===== config.mk =====
export PLATFORM = sky130hd
export DESIGN_NAME = nmea_gll_position_parser
export DESIGN_NICKNAME = d
export VERILOG_FILES = /design/src/sv/gll_pkg.sv /design/src/sv/gll_parse.sv /design/src/sv/gll_conv.sv /design/src/sv/nmea_gll_position_parser.sv
export SDC_FILE = /design/constraint.sdc
export NUM_CORES = 2
export LEC_CHECK = 0
export BUFFER_PORTS_ARGS = -buffer_cell sky130_fd_sc_hd__buf_4
export CORE_UTILIZATION = 40
export CTS_BUF_LIST = sky130_fd_sc_hd__clkbuf_8
export CTS_CLUSTER_DIAMETER = 80
export DETAILED_ROUTE_END_ITERATION = 6
export GPL_ROUTABILITY_DRIVEN = 1
export GPL_TIMING_DRIVEN = 0
export PLACE_DENSITY = 0.61
export SLEW_MARGIN = 0
export SYNTH_ARGS = -nofsm -noshare
export SYNTH_HDL_FRONTEND = slang
export SYNTH_HIERARCHICAL = 1
export SYNTH_SLANG_ARGS = --single-unit
export TNS_END_PERCENT = 5

===== constraint.sdc =====
create_clock -name clk -period 8.75 [get_ports clk]
set_clock_uncertainty 0.05 [all_clocks]
set_input_delay 0.4375 -clock clk [delete_from_list [all_inputs] [get_ports clk]]
set_output_delay 0.4375 -clock clk [all_outputs]
set_load 0.03 [all_outputs]

===== src/sv/gll_pkg.sv =====
package gll_pkg;

  // Line length default (bytes counted per sentence is one less)
  localparam int LINE_LIMIT_DEFAULT = 100;

  // Characters of interest
  localparam logic [7:0] CHAR_COMMA = 8'h2C;
  localparam logic [7:0] CHAR_DOT   = 8'h2E;
  localparam logic [7:0] CHAR_ZERO  = 8'h30;
  localparam logic [7:0] CHAR_NINE  = 8'h39;
  localparam logic [7:0] CHAR_A     = 8'h41;
  localparam logic [7:0] CHAR_S     = 8'h53;
  localparam logic [7:0] CHAR_W     = 8'h57;

  // Token numbers (non-empty tokens, counted from one)
  localparam logic [3:0] TOK_TYPE   = 4'd1;
  localparam logic [3:0] TOK_LAT    = 4'd2;
  localparam logic [3:0] TOK_NS     = 4'd3;
  localparam logic [3:0] TOK_LON    = 4'd4;
  localparam logic [3:0] TOK_EW     = 4'd5;
  localparam logic [3:0] TOK_STATUS = 4'd7;
  localparam logic [3:0] TOK_MAX    = 4'd8;

  localparam logic [2:0] TYPE_LEN   = 3'd6;
  localparam logic [2:0] FRAC_MAX   = 3'd4;
  localparam logic [1:0] INT_MIN    = 2'd2;

  // Raw digits of one coordinate token, captured when the token closes
  typedef struct packed {
    logic            ok;          // dot seen with at least two digits before it
    logic [4:0][3:0] bcd;         // last five integer digits, [0] is the newest
    logic [13:0]     frac;        // up to four fraction digits as a number
    logic [2:0]      frac_count;
  } coord_raw_t;

  // Per-sentence decisions
  typedef struct packed {
    logic update;                 // type matched and at least one token
    logic status_ok;
    logic south;
    logic west;
  } ctl_t;

  typedef struct packed {
    ctl_t       ctl;
    coord_raw_t lat;
    coord_raw_t lon;
  } snap_t;

  // Conversion results handed to the output stage
  typedef struct packed {
    logic [29:0] deg_e6;          // degrees times one million
    logic [20:0] q;               // minutes part, already scaled
  } coord_q_t;

  typedef struct packed {
    ctl_t     ctl;
    coord_q_t lat;
    coord_q_t lon;
  } fix_parts_t;

  // Expected text of the type token
  function automatic logic [7:0] type_char(input logic [2:0] pos);
    logic [7:0] c;
    case (pos)
      3'd0:    c = 8'h24;  // $
      3'd1:    c = 8'h47;  // G
      3'd2:    c = 8'h4E;  // N
      3'd3:    c = 8'h47;  // G
      3'd4:    c = 8'h4C;  // L
      3'd5:    c = 8'h4C;  // L
      default: c = 8'h00;
    endcase
    return c;
  endfunction

endpackage


===== src/sv/gll_parse.sv =====
module gll_parse #(
  parameter int LINE_LIMIT = gll_pkg::LINE_LIMIT_DEFAULT
) (
  input  logic            clk,
  input  logic            rst,
  input  logic            in_valid,
  output logic            in_ready,
  input  logic [7:0]      ch,
  input  logic            eos,
  output logic            snap_valid,
  output gll_pkg::snap_t  snap,
  input  logic            snap_ready
);
  import gll_pkg::*;

  localparam int CountW = $clog2(LINE_LIMIT);
  localparam logic [CountW-1:0] LineMax = CountW'(LINE_LIMIT - 1);

  // Sentence state
  logic [CountW-1:0] byte_count, byte_count_next;
  logic [3:0]        token_index, token_index_next;
  logic              in_token, in_token_next;
  logic [2:0]        token_char_pos, token_char_pos_next;
  logic              type_match, type_match_next;
  logic [4:0][3:0]   bcd, bcd_next;
  logic [1:0]        int_count, int_count_next;
  logic [13:0]       frac, frac_next;
  logic [2:0]        frac_count, frac_count_next;
  logic              seen_dot, seen_dot_next;
  logic              frac_stop, frac_stop_next;
  coord_raw_t        lat_raw, lat_raw_next;
  coord_raw_t        lon_raw, lon_raw_next;
  logic              south, south_next;
  logic              west, west_next;
  logic              status_ok, status_ok_next;

  snap_t             snap_next;
  logic              take;
  logic              close;
  logic              is_digit;
  coord_raw_t        cur_raw;

  assign in_ready = !snap_valid || snap_ready;
  assign take     = in_valid && in_ready;
  assign is_digit = (ch >= CHAR_ZERO) && (ch <= CHAR_NINE);

  // Byte-by-byte token walk
  always_comb begin
    byte_count_next     = byte_count;
    token_index_next    = token_index;
    in_token_next       = in_token;
    token_char_pos_next = token_char_pos;
    type_match_next     = type_match;
    bcd_next            = bcd;
    int_count_next      = int_count;
    frac_next           = frac;
    frac_count_next     = frac_count;
    seen_dot_next       = seen_dot;
    frac_stop_next      = frac_stop;
    lat_raw_next        = lat_raw;
    lon_raw_next        = lon_raw;
    south_next          = south;
    west_next           = west;
    status_ok_next      = status_ok;
    close               = 1'b0;
    snap_next           = '0;
    cur_raw             = '0;

    if (take && (byte_count < LineMax)) begin
      if (ch == 8'h00) begin
        // zero byte ends the content
        byte_count_next = LineMax;
      end else begin
        byte_count_next = byte_count + 1'b1;
        if (ch == CHAR_COMMA) begin
          close = in_token;
        end else begin
          // open a new token
          if (!in_token) begin
            in_token_next = 1'b1;
            if (token_index < TOK_MAX) token_index_next = token_index + 1'b1;
            token_char_pos_next = '0;
            bcd_next            = '0;
            int_count_next      = '0;
            frac_next           = '0;
            frac_count_next     = '0;
            seen_dot_next       = 1'b0;
            frac_stop_next      = 1'b0;
          end
          case (token_index_next)
            TOK_TYPE: begin
              if (token_char_pos_next >= TYPE_LEN || ch != type_char(token_char_pos_next))
                type_match_next = 1'b0;
            end
            TOK_LAT, TOK_LON: begin
              if (!seen_dot_next) begin
                if (is_digit) begin
                  bcd_next = {bcd_next[3:0], ch[3:0]};
                  if (int_count_next < INT_MIN) int_count_next = int_count_next + 1'b1;
                end else if (ch == CHAR_DOT) begin
                  seen_dot_next = 1'b1;
                end else begin
                  bcd_next       = '0;
                  int_count_next = '0;
                end
              end else if (!frac_stop_next) begin
                if (!is_digit) begin
                  frac_stop_next = 1'b1;
                end else if (frac_count_next < FRAC_MAX) begin
                  frac_next       = 14'((frac_next << 3) + (frac_next << 1)) + 14'(ch[3:0]);
                  frac_count_next = frac_count_next + 1'b1;
                end
              end
            end
            TOK_NS: begin
              if (token_char_pos_next == '0) south_next = (ch == CHAR_S);
            end
            TOK_EW: begin
              if (token_char_pos_next == '0) west_next = (ch == CHAR_W);
            end
            TOK_STATUS: begin
              if (token_char_pos_next == '0) status_ok_next = (ch == CHAR_A);
            end
            default: ;
          endcase
          if (token_char_pos_next != '1) token_char_pos_next = token_char_pos_next + 1'b1;
        end
      end
    end

    // end of sentence closes an open token
    if (take && eos && in_token_next) close = 1'b1;

    cur_raw.ok         = seen_dot_next && (int_count_next == INT_MIN);
    cur_raw.bcd        = bcd_next;
    cur_raw.frac       = frac_next;
    cur_raw.frac_count = frac_count_next;

    if (close) begin
      if (token_index_next == TOK_TYPE && token_char_pos_next < TYPE_LEN)
        type_match_next = 1'b0;
      if (token_index_next == TOK_LAT) lat_raw_next = cur_raw;
      if (token_index_next == TOK_LON) lon_raw_next = cur_raw;
      in_token_next = 1'b0;
    end

    // snapshot the sentence and start afresh
    if (take && eos) begin
      snap_next.ctl.update    = type_match_next && (token_index_next != '0);
      snap_next.ctl.status_ok = status_ok_next;
      snap_next.ctl.south     = south_next;
      snap_next.ctl.west      = west_next;
      snap_next.lat           = lat_raw_next;
      snap_next.lon           = lon_raw_next;

      byte_count_next     = '0;
      token_index_next    = '0;
      in_token_next       = 1'b0;
      token_char_pos_next = '0;
      type_match_next     = 1'b1;
      bcd_next            = '0;
      int_count_next      = '0;
      frac_next           = '0;
      frac_count_next     = '0;
      seen_dot_next       = 1'b0;
      frac_stop_next      = 1'b0;
      lat_raw_next        = '0;
      lon_raw_next        = '0;
      south_next          = 1'b0;
      west_next           = 1'b0;
      status_ok_next      = 1'b0;
    end
  end

  // State registers
  always_ff @(posedge clk) begin
    if (rst) begin
      byte_count     <= '0;
      token_index    <= '0;
      in_token       <= 1'b0;
      token_char_pos <= '0;
      type_match     <= 1'b1;
      bcd            <= '0;
      int_count      <= '0;
      frac           <= '0;
      frac_count     <= '0;
      seen_dot       <= 1'b0;
      frac_stop      <= 1'b0;
      lat_raw        <= '0;
      lon_raw        <= '0;
      south          <= 1'b0;
      west           <= 1'b0;
      status_ok      <= 1'b0;
    end else begin
      byte_count     <= byte_count_next;
      token_index    <= token_index_next;
      in_token       <= in_token_next;
      token_char_pos <= token_char_pos_next;
      type_match     <= type_match_next;
      bcd            <= bcd_next;
      int_count      <= int_count_next;
      frac           <= frac_next;
      frac_count     <= frac_count_next;
      seen_dot       <= seen_dot_next;
      frac_stop      <= frac_stop_next;
      lat_raw        <= lat_raw_next;
      lon_raw        <= lon_raw_next;
      south          <= south_next;
      west           <= west_next;
      status_ok      <= status_ok_next;
    end
  end

  // Snapshot register towards the conversion
  always_ff @(posedge clk) begin
    if (rst) begin
      snap_valid <= 1'b0;
    end else if (in_ready) begin
      snap_valid <= take && eos;
    end
  end

  always_ff @(posedge clk) begin
    if (in_ready && take && eos) begin
      snap <= snap_next;
    end
  end

endmodule


===== src/sv/gll_conv.sv =====
module gll_conv (
  input  logic                 clk,
  input  logic                 rst,
  input  logic                 in_valid,
  output logic                 in_ready,
  input  gll_pkg::snap_t       in_snap,
  output logic                 out_valid,
  input  logic                 out_ready,
  output gll_pkg::fix_parts_t  out_fix
);
  import gll_pkg::*;

  localparam logic [29:0] Micro  = 30'd1000000;
  // ceil(2^25 / 3): exact quotient for dividends below 2^23
  localparam logic [23:0] Recip3 = 24'd11184811;

  typedef struct packed {
    logic [29:0] deg_e6;
    logic [22:0] m5;              // minutes value times five
  } coord_mid_t;

  typedef struct packed {
    ctl_t       ctl;
    coord_mid_t lat;
    coord_mid_t lon;
  } mid_t;

  function automatic logic [13:0] pow_ten(input logic [2:0] n);
    logic [13:0] p;
    case (n)
      3'd0:    p = 14'd1;
      3'd1:    p = 14'd10;
      3'd2:    p = 14'd100;
      3'd3:    p = 14'd1000;
      default: p = 14'd10000;
    endcase
    return p;
  endfunction

  // Degrees and minutes from the captured digits
  function automatic coord_mid_t mid_of(input coord_raw_t r);
    coord_mid_t m;
    logic [9:0]  deg;
    logic [6:0]  mm;
    logic [19:0] mins;
    deg  = 10'(r.bcd[4]) * 10'd100 + 10'(r.bcd[3]) * 10'd10 + 10'(r.bcd[2]);
    mm   = 7'(r.bcd[1]) * 7'd10 + 7'(r.bcd[0]);
    mins = 20'(mm) * 20'(pow_ten(r.frac_count)) + 20'(r.frac);
    m.deg_e6 = 30'(deg) * Micro;
    m.m5     = (23'(mins) << 2) + 23'(mins);
    if (!r.ok) m = '0;
    return m;
  endfunction

  // Divide by three through the reciprocal
  function automatic coord_q_t q_of(input coord_mid_t m);
    coord_q_t   c;
    logic [46:0] p;
    p        = 47'(m.m5) * 47'(Recip3);
    c.deg_e6 = m.deg_e6;
    c.q      = p[45:25];
    return c;
  endfunction

  mid_t mid;
  logic mid_valid;
  logic mid_ready;

  assign mid_ready = !out_valid || out_ready;
  assign in_ready  = !mid_valid || mid_ready;

  // Stage one: products by constants and by the power of ten
  always_ff @(posedge clk) begin
    if (rst) begin
      mid_valid <= 1'b0;
    end else if (in_ready) begin
      mid_valid <= in_valid;
    end
  end

  always_ff @(posedge clk) begin
    if (in_ready && in_valid) begin
      mid.ctl <= in_snap.ctl;
      mid.lat <= mid_of(in_snap.lat);
      mid.lon <= mid_of(in_snap.lon);
    end
  end

  // Stage two: scaled minutes
  always_ff @(posedge clk) begin
    if (rst) begin
      out_valid <= 1'b0;
    end else if (mid_ready) begin
      out_valid <= mid_valid;
    end
  end

  always_ff @(posedge clk) begin
    if (mid_ready && mid_valid) begin
      out_fix.ctl <= mid.ctl;
      out_fix.lat <= q_of(mid.lat);
      out_fix.lon <= q_of(mid.lon);
    end
  end

endmodule


===== src/sv/nmea_gll_position_parser.sv =====
// Channel   Dir  Transfer when          Contents
// s_*       in   s_tvalid & s_tready   tdata[7:0] ch, tlast end_of_sentence
// m_*       out  m_tvalid & m_tready   tdata accepted, fix_valid, latitude, longitude
//
// While s_tready is high, one byte is taken per cycle, back-to-back sentences too.
// The edge that takes the last byte of a sentence loads the snapshot register;
// two conversion stages and the output register follow, and m_tvalid rises
// when the output register loads the result.
// Reset clears the sentence state and the stored fix to zero; no clearing pass.
// With the output stalled, bytes keep flowing until all four result stages hold
// a sentence; only then does s_tready drop, for every byte.
module nmea_gll_position_parser #(
  parameter int LINE_LIMIT = gll_pkg::LINE_LIMIT_DEFAULT
) (
  input  logic        clk,
  input  logic        rst,
  input  logic        s_tvalid,
  output logic        s_tready,
  input  logic [7:0]  s_tdata,   // [7:0] ch
  input  logic        s_tlast,   // end_of_sentence
  output logic        m_tvalid,
  input  logic        m_tready,
  output logic [63:0] m_tdata    // [0] accepted, [1] fix_valid, [32:2] latitude,
                                 // [63:33] longitude
);
  import gll_pkg::*;

  snap_t        snap;
  logic         snap_valid;
  logic         snap_ready;
  fix_parts_t   fix;
  logic         fix_valid_in;
  logic         fix_ready;

  logic               accepted;
  logic               stored_valid;
  logic signed [30:0] stored_latitude;
  logic signed [30:0] stored_longitude;

  logic [29:0]        lat_mag;
  logic [29:0]        lon_mag;
  logic signed [30:0] lat_val;
  logic signed [30:0] lon_val;

  gll_parse #(
    .LINE_LIMIT (LINE_LIMIT)
  ) u_parse (
    .clk        (clk),
    .rst        (rst),
    .in_valid   (s_tvalid),
    .in_ready   (s_tready),
    .ch         (s_tdata),
    .eos        (s_tlast),
    .snap_valid (snap_valid),
    .snap       (snap),
    .snap_ready (snap_ready)
  );

  gll_conv u_conv (
    .clk       (clk),
    .rst       (rst),
    .in_valid  (snap_valid),
    .in_ready  (snap_ready),
    .in_snap   (snap),
    .out_valid (fix_valid_in),
    .out_ready (fix_ready),
    .out_fix   (fix)
  );

  // Final sums and signs
  assign lat_mag = fix.lat.deg_e6 + 30'(fix.lat.q);
  assign lon_mag = fix.lon.deg_e6 + 30'(fix.lon.q);
  assign lat_val = fix.ctl.south ? -$signed(31'(lat_mag)) : $signed(31'(lat_mag));
  assign lon_val = fix.ctl.west  ? -$signed(31'(lon_mag)) : $signed(31'(lon_mag));

  assign fix_ready = !m_tvalid || m_tready;

  // Output register and stored fix
  always_ff @(posedge clk) begin
    if (rst) begin
      m_tvalid         <= 1'b0;
      accepted         <= 1'b0;
      stored_valid     <= 1'b0;
      stored_latitude  <= '0;
      stored_longitude <= '0;
    end else if (fix_ready) begin
      m_tvalid <= fix_valid_in;
      if (fix_valid_in) begin
        accepted <= fix.ctl.update && fix.ctl.status_ok;
        if (fix.ctl.update) begin
          if (fix.ctl.status_ok) begin
            stored_latitude  <= lat_val;
            stored_longitude <= lon_val;
            stored_valid     <= 1'b1;
          end else begin
            stored_valid <= 1'b0;
          end
        end
      end
    end
  end

  assign m_tdata = {stored_longitude, stored_latitude, stored_valid, accepted};

endmodule

# ---- Word level (Yosys, flattened, before mapping)
# Cells that the tools add are included.
dict set report word_totals {
  regBits 500
  input_bits 13
  output_inout_bits 66
  wordCells 312
}
dict set report classes {
  addsub 21
  mul 12
  n_lt_le_gt_ge 8
  eq_ne 28
  n_mux 125
  n_bitwise 2
  n_reduce_logical 36
}
# cell count
set ops {}
lappend ops {{2-to-1 mux 14 bit} 14}
lappend ops {{2-to-1 mux 20 bit} 8}
lappend ops {{2-to-1 mux 38 bit} 4}
lappend ops {{case mux 14 bit (4 select lines)} 2}
lappend ops {{multiplier 23 x 24 -> 46 bit (second input constant)} 2}
lappend ops {{2-to-1 mux 31 bit} 2}
lappend ops {{negator 30 -> 31 bit} 2}
lappend ops {{adder 30 x 21 -> 30 bit} 2}
lappend ops {{2-to-1 mux 3 bit} 20}
lappend ops {{2-to-1 mux 1 bit} 49}
lappend ops {{multiplier 10 x 14 -> 24 bit (second input constant)} 2}
lappend ops {{adder 22 x 20 -> 23 bit} 2}
lappend ops {{adder 20 x 14 -> 20 bit} 2}
lappend ops {{multiplier 7 x 14 -> 20 bit} 2}
lappend ops {{2-to-1 mux 4 bit} 8}
lappend ops {{2-to-1 mux 8 bit} 4}
lappend ops {{case mux 7 bit (4 select lines)} 1}
lappend ops {{== test 8 x 7 -> 1 bit (second input constant)} 3}
lappend ops {{2-to-1 mux 2 bit} 12}
lappend ops {{adder 10 x 4 -> 10 bit} 2}
lappend ops {{adder 10 x 8 -> 10 bit} 2}
lappend ops {{== test 3 x 2 -> 1 bit (second input constant)} 6}
lappend ops {{== test 4 x 3 -> 1 bit (second input constant)} 4}
lappend ops {{== test 8 x 6 -> 1 bit (second input constant)} 2}
lappend ops {{37 further kinds} 75}

# ---- Logic depth before layout (Yosys ltp)
dict set report depth {
  ltp_word 25
  depth_mapped 31
  depth_no_buf 31
}

# ---- Hierarchy
# Netlist, hierarchy kept.
# module n_inst cells_each area_each_um2 seq_area_each_um2
set by_module_without_submodules {}
lappend by_module_without_submodules {gll_conv 1 3231 33558.4 5805.6}
lappend by_module_without_submodules {gll_parse 1 927 9709.3 5144.9}
lappend by_module_without_submodules {nmea_gll_position_parser 1 835 6242.2 1301.2}

# ---- Worst setup path before layout
# No wires, ideal clock.
dict set report synth_timing {
  kind {register -> register}
  startpoint {register u_parse/snap[22] (netlist name)}
  endpoint {register u_conv/mid[20] in the netlist's numbering (data pin)}
  setup_time_ns 0.137
  arrival_time_ns 7.293
  required_time_ns 8.563
  setup_slack_ns 1.269
  stages_incl_launch_ff 27
  n_path_buf 0
  period_less_slack_ns 7.481
  path_cell_list {edfxtp_1 ha_1 ha_1 fa_1 xnor2_1 or3_1 nand2_1 nor2_1 nand2_1 o21ai_0 fa_1 inv_1 fa_1 fa_1 fa_1 inv_1 ha_1 a21o_1 a41oi_2 o21ai_1 a31o_2 a2111oi_0 nor3_2 ha_1 nor2b_1 or4b_1 nand4_1}
}
dict set report synth_via {
  elab_chain_cells 5
}
# item line_no
set synth_lines {}
lappend synth_lines {{multiplier 4 x 3 -> 6 bit} gll_conv.sv:47} ;# mm = 7'(r.bcd[1]) * 7'd10 + 7'(r.bcd[0]);
lappend synth_lines {{adder 7 x 4 -> 7 bit} gll_conv.sv:47}
lappend synth_lines {{multiplier 7 x 14 -> 20 bit} gll_conv.sv:48} ;# mins = 20'(mm) * 20'(pow_ten(r.frac_count)) + 20'(r.frac);
lappend synth_lines {{adder 20 x 14 -> 20 bit} gll_conv.sv:48}
lappend synth_lines {{adder 22 x 20 -> 23 bit} gll_conv.sv:50} ;# m.m5 = (23'(mins) << 2) + 23'(mins);
lappend synth_lines {{to (decl)} gll_conv.sv:65} ;# mid_t mid;
# No other way between the ends.
# A chain may end at the register's enable or synchronous reset.

# ---- Worst setup path in the final report
dict set report layout_timing {
  startpoint {register u_parse/snap[22] (netlist name)}
  endpoint {register u_conv/mid[19] in the netlist's numbering (data pin)}
}
dict set report layout_via {
  elab_chain_cells 5
}
# item line_no
set layout_lines {}
lappend layout_lines {{multiplier 4 x 3 -> 6 bit} gll_conv.sv:47}
lappend layout_lines {{adder 7 x 4 -> 7 bit} gll_conv.sv:47}
lappend layout_lines {{multiplier 7 x 14 -> 20 bit} gll_conv.sv:48}
lappend layout_lines {{adder 20 x 14 -> 20 bit} gll_conv.sv:48}
lappend layout_lines {{adder 22 x 20 -> 23 bit} gll_conv.sv:50}
# No other way between the ends.

==> flow_metrics.tcl <==
set metrics [dict create \
    status "completed" \
    cts_tree "yes" \
    syn_inst 4993 \
    slowest_stage "fa_1" \
    clockBufferDepth 3 \
    synth_area_per_cell_um2 9.92 \
    grt-ovfl-total 0 \
    ys_seq_area_share_pct 24.7 \
    hp-class "in -> reg" \
    hpwl_um 88700 \
    cp-start-kind "flip-flop" \
    grt_pass1_vias 35100 \
    drv_cap 0 \
    cts_num_sinks 476 \
    drt_iter0_markers 1943 \
    cts_buffers 82 \
    fillers 11700 \
    finalHoldViolCount 0 \
    holdWs_ns 0.121 \
    ys_ff_latch 476 \
    synth_edf_count 272 \
    mappedNetlistArea_mm2 0.0495 \
    area_growth_pct 9.25 \
    cpPeakStageDelay_ns 0.54 \
    worstSkewPairLatency_ns 0.71 \
    ioPinCount 79 \
    placeableCoreArea_mm2 0.122 \
    worstPathRequired_ns 9.12 \
    worstSetupEndpointType "flip-flop" \
    path_class "reg -> reg" \
    clock.fmax_mhz 122 \
    final_cells 6870 \
    yosysWarnings 6 \
    layout.cells.most_common "inv_1" \
    synth_fa_ha_area_share_pct 38.4 \
    start_util_pct 40.5 \
    wl_per_cell_um 15.4 \
    min_period_ns 8.21 \
    drc 0 \
    slew_violations 0 \
    rows 128 \
    synth-xor-area-share_pct 4.93 \
    place_inst 6710 \
    fin_crit_sh_pct 93.8 \
    mostFrequentLayoutCells "inv_1, ha_1, fa_1" \
    crit_top_cell "fa_1" \
    io_buffers 77 \
    worstMarginPinSlew_ns 0.994 \
    grt.total_usage_pct 17.2 \
    path_clk_slew_ns 0.06 \
    nets 6417 \
    die-area_mm2 0.125 \
    h-tree-depth 3 \
    synth_ff_type "edfxtp_1" \
    place.gp.congestion 0.913 \
    routed_via_density 5.01 \
    route.vias.total 34400 \
    arrival_ns 8.58 \
    wirelength_um 106000 \
    antenna_found_initial 1 \
    setup_violations 0 \
    rsz0062_at_grt "no" \
    tns_ns 0 \
    synth_area_leader_cell "fa_1" \
    synth-compound-area-share_pct 11.2 \
    synth_top_area_share_pct 19.3 \
    synth_top_family_by_area "adder cells" \
    synth-simple-area-share_pct 11.0 \
    die_y_um 354 \
    maxSlewHeadroom_pct 33.2 \
    grt_pass1_wl_um 177000 \
    synthDistinctLibCells 105 \
    drtAntennaViolNets 0 \
    grt_max_degree 52 \
    worstPathMaxFanout 5 \
    die_w_um 354 \
    synthArstFlopShare_pct 0 \
    synth.mux.area_fraction_pct 2.05 \
    drive_above_1_share_pct 5.89 \
    root_buffer "clkbuf_8" \
    ys_top_cells_by_area "fa_1, ha_1, edfxtp_1" \
    drt-pass1-iter-count 6 \
]
==> repair_timing <==
item / 4_1_cts / 5_1_grt
endpoints found under the setup margin: 0 / 1
gates resized for setup: 0 / 1
endpoints found under the hold margin: 4 / 0
buffers inserted: 0 / 1
hold buffers: 2 / 0
==> worst paths after layout <==
check / from / to / slack [ns] / cells after the start
worst min-delay path: m_tready / m_tvalid / 0.12 / 3
worst max-delay path: u_parse/snap[22] / u_conv/mid[19] / 0.54 / 28
worst min register to register: u_conv/mid[94] / u_conv/out_fix[90] / 0.33 / 0
worst max register to register: u_parse/snap[22] / u_conv/mid[19] / 0.54 / 28
==> cells in the mapped netlist (14+ instances only) <==
cell / instances
nand2b_1: 32
fa_1: 478
o21bai_1: 31
o31ai_1: 25
xor2_1: 99
inv_1: 854
a31oi_1: 26
a21o_1: 77
dfxtp_1: 204
o21ai_0: 132
nand4_1: 17
nand2_1: 219
a211oi_1: 69
and2_1: 113
mux2i_1: 92
a22o_1: 35
clkbuf_1: 83
nor2_1: 409
and3_1: 28
xnor2_1: 175
buf_4: 17
o21a_1: 29
nand3_1: 63
ha_1: 754
buf_2: 14
nor3_1: 72
o211ai_1: 14
edfxtp_1: 272
nor2b_1: 47
a21oi_1: 190
or3_1: 39
==> cell families after synthesis <==
logic type      after synthesis
simple gates               1124
compound gates              804
xor+xnor                    276
fa+ha+maj                  1232
flops                       476
buf+inv                     980
other cells                   1
mux                         100
==> critical path: cells and delay by family, from the launching register on <==
family / cells / cell delay (ns)
AOI/OAI and AO/OA: 6 / 0.91
xor gates and xnor gates: 3 / 0.86
adders and majority gates: 9 / 3.90
buffers and inverters: 2 / 0.11
DFF: 1 / 0.43
and+or+nand+nor: 8 / 1.69
==> through the flow <==
stage / instance area, um2 / worst slack (ns) / util (%)
2_1_floorplan: 49600 / 1.27 / -
3_3_place_gp: 52200 / 0.624 / 42.7
3_5_place_dp: 52300 / 0.515 / 42.8
4_1_cts: 54100 / 0.484 / 44.2
5_1_grt: 54100 / 0.0600 / 44.3
6_report: 54100 / 0.543 / 44.3
==> per-layer routing <==
layer,vias to the layer above,global-route usage [%],routed length [um]
li1,17200,-,-
met1,16500,25.0,52800
met2,597,26.8,46100
met3,126,2.27,4660
met4,0,4.23,2220
met5,-,0,0
==> flip-flops by register name, indices dropped and copies added, names as in the netlist, 2 cells and up <==
name,flops
u_parse/snap,80
u_parse/lat_raw,38
u_parse/token_index,4
u_parse/lon_raw,38
u_parse/frac,14
stored_latitude,31
stored_longitude,31
u_parse/frac_count,3
u_parse/int_count,2
u_conv/out_fix,94
u_parse/token_char_pos,3
u_parse/byte_count,7
u_conv/mid,98
u_parse/bcd,20
==> area by class of cell <==
cell class	instances	area [um2]	area share [%]
Antenna cell	3	7.51	0.0139
Tap cell	1625	2030	3.76
Clock buffer	94	1290	2.39
Inverter	854	3210	5.93
Timing Repair Buffer	84	693	1.28
Multi-Input combinational cell	3548	33500	62.0
Clock inverter	60	492	0.909
Sequential cell	476	12300	22.7
Buffer	126	577	1.07
Power is left out: the tool's default activity adds up to more than one toggle a clock period on the data nets, which glitch-free logic cannot reach.
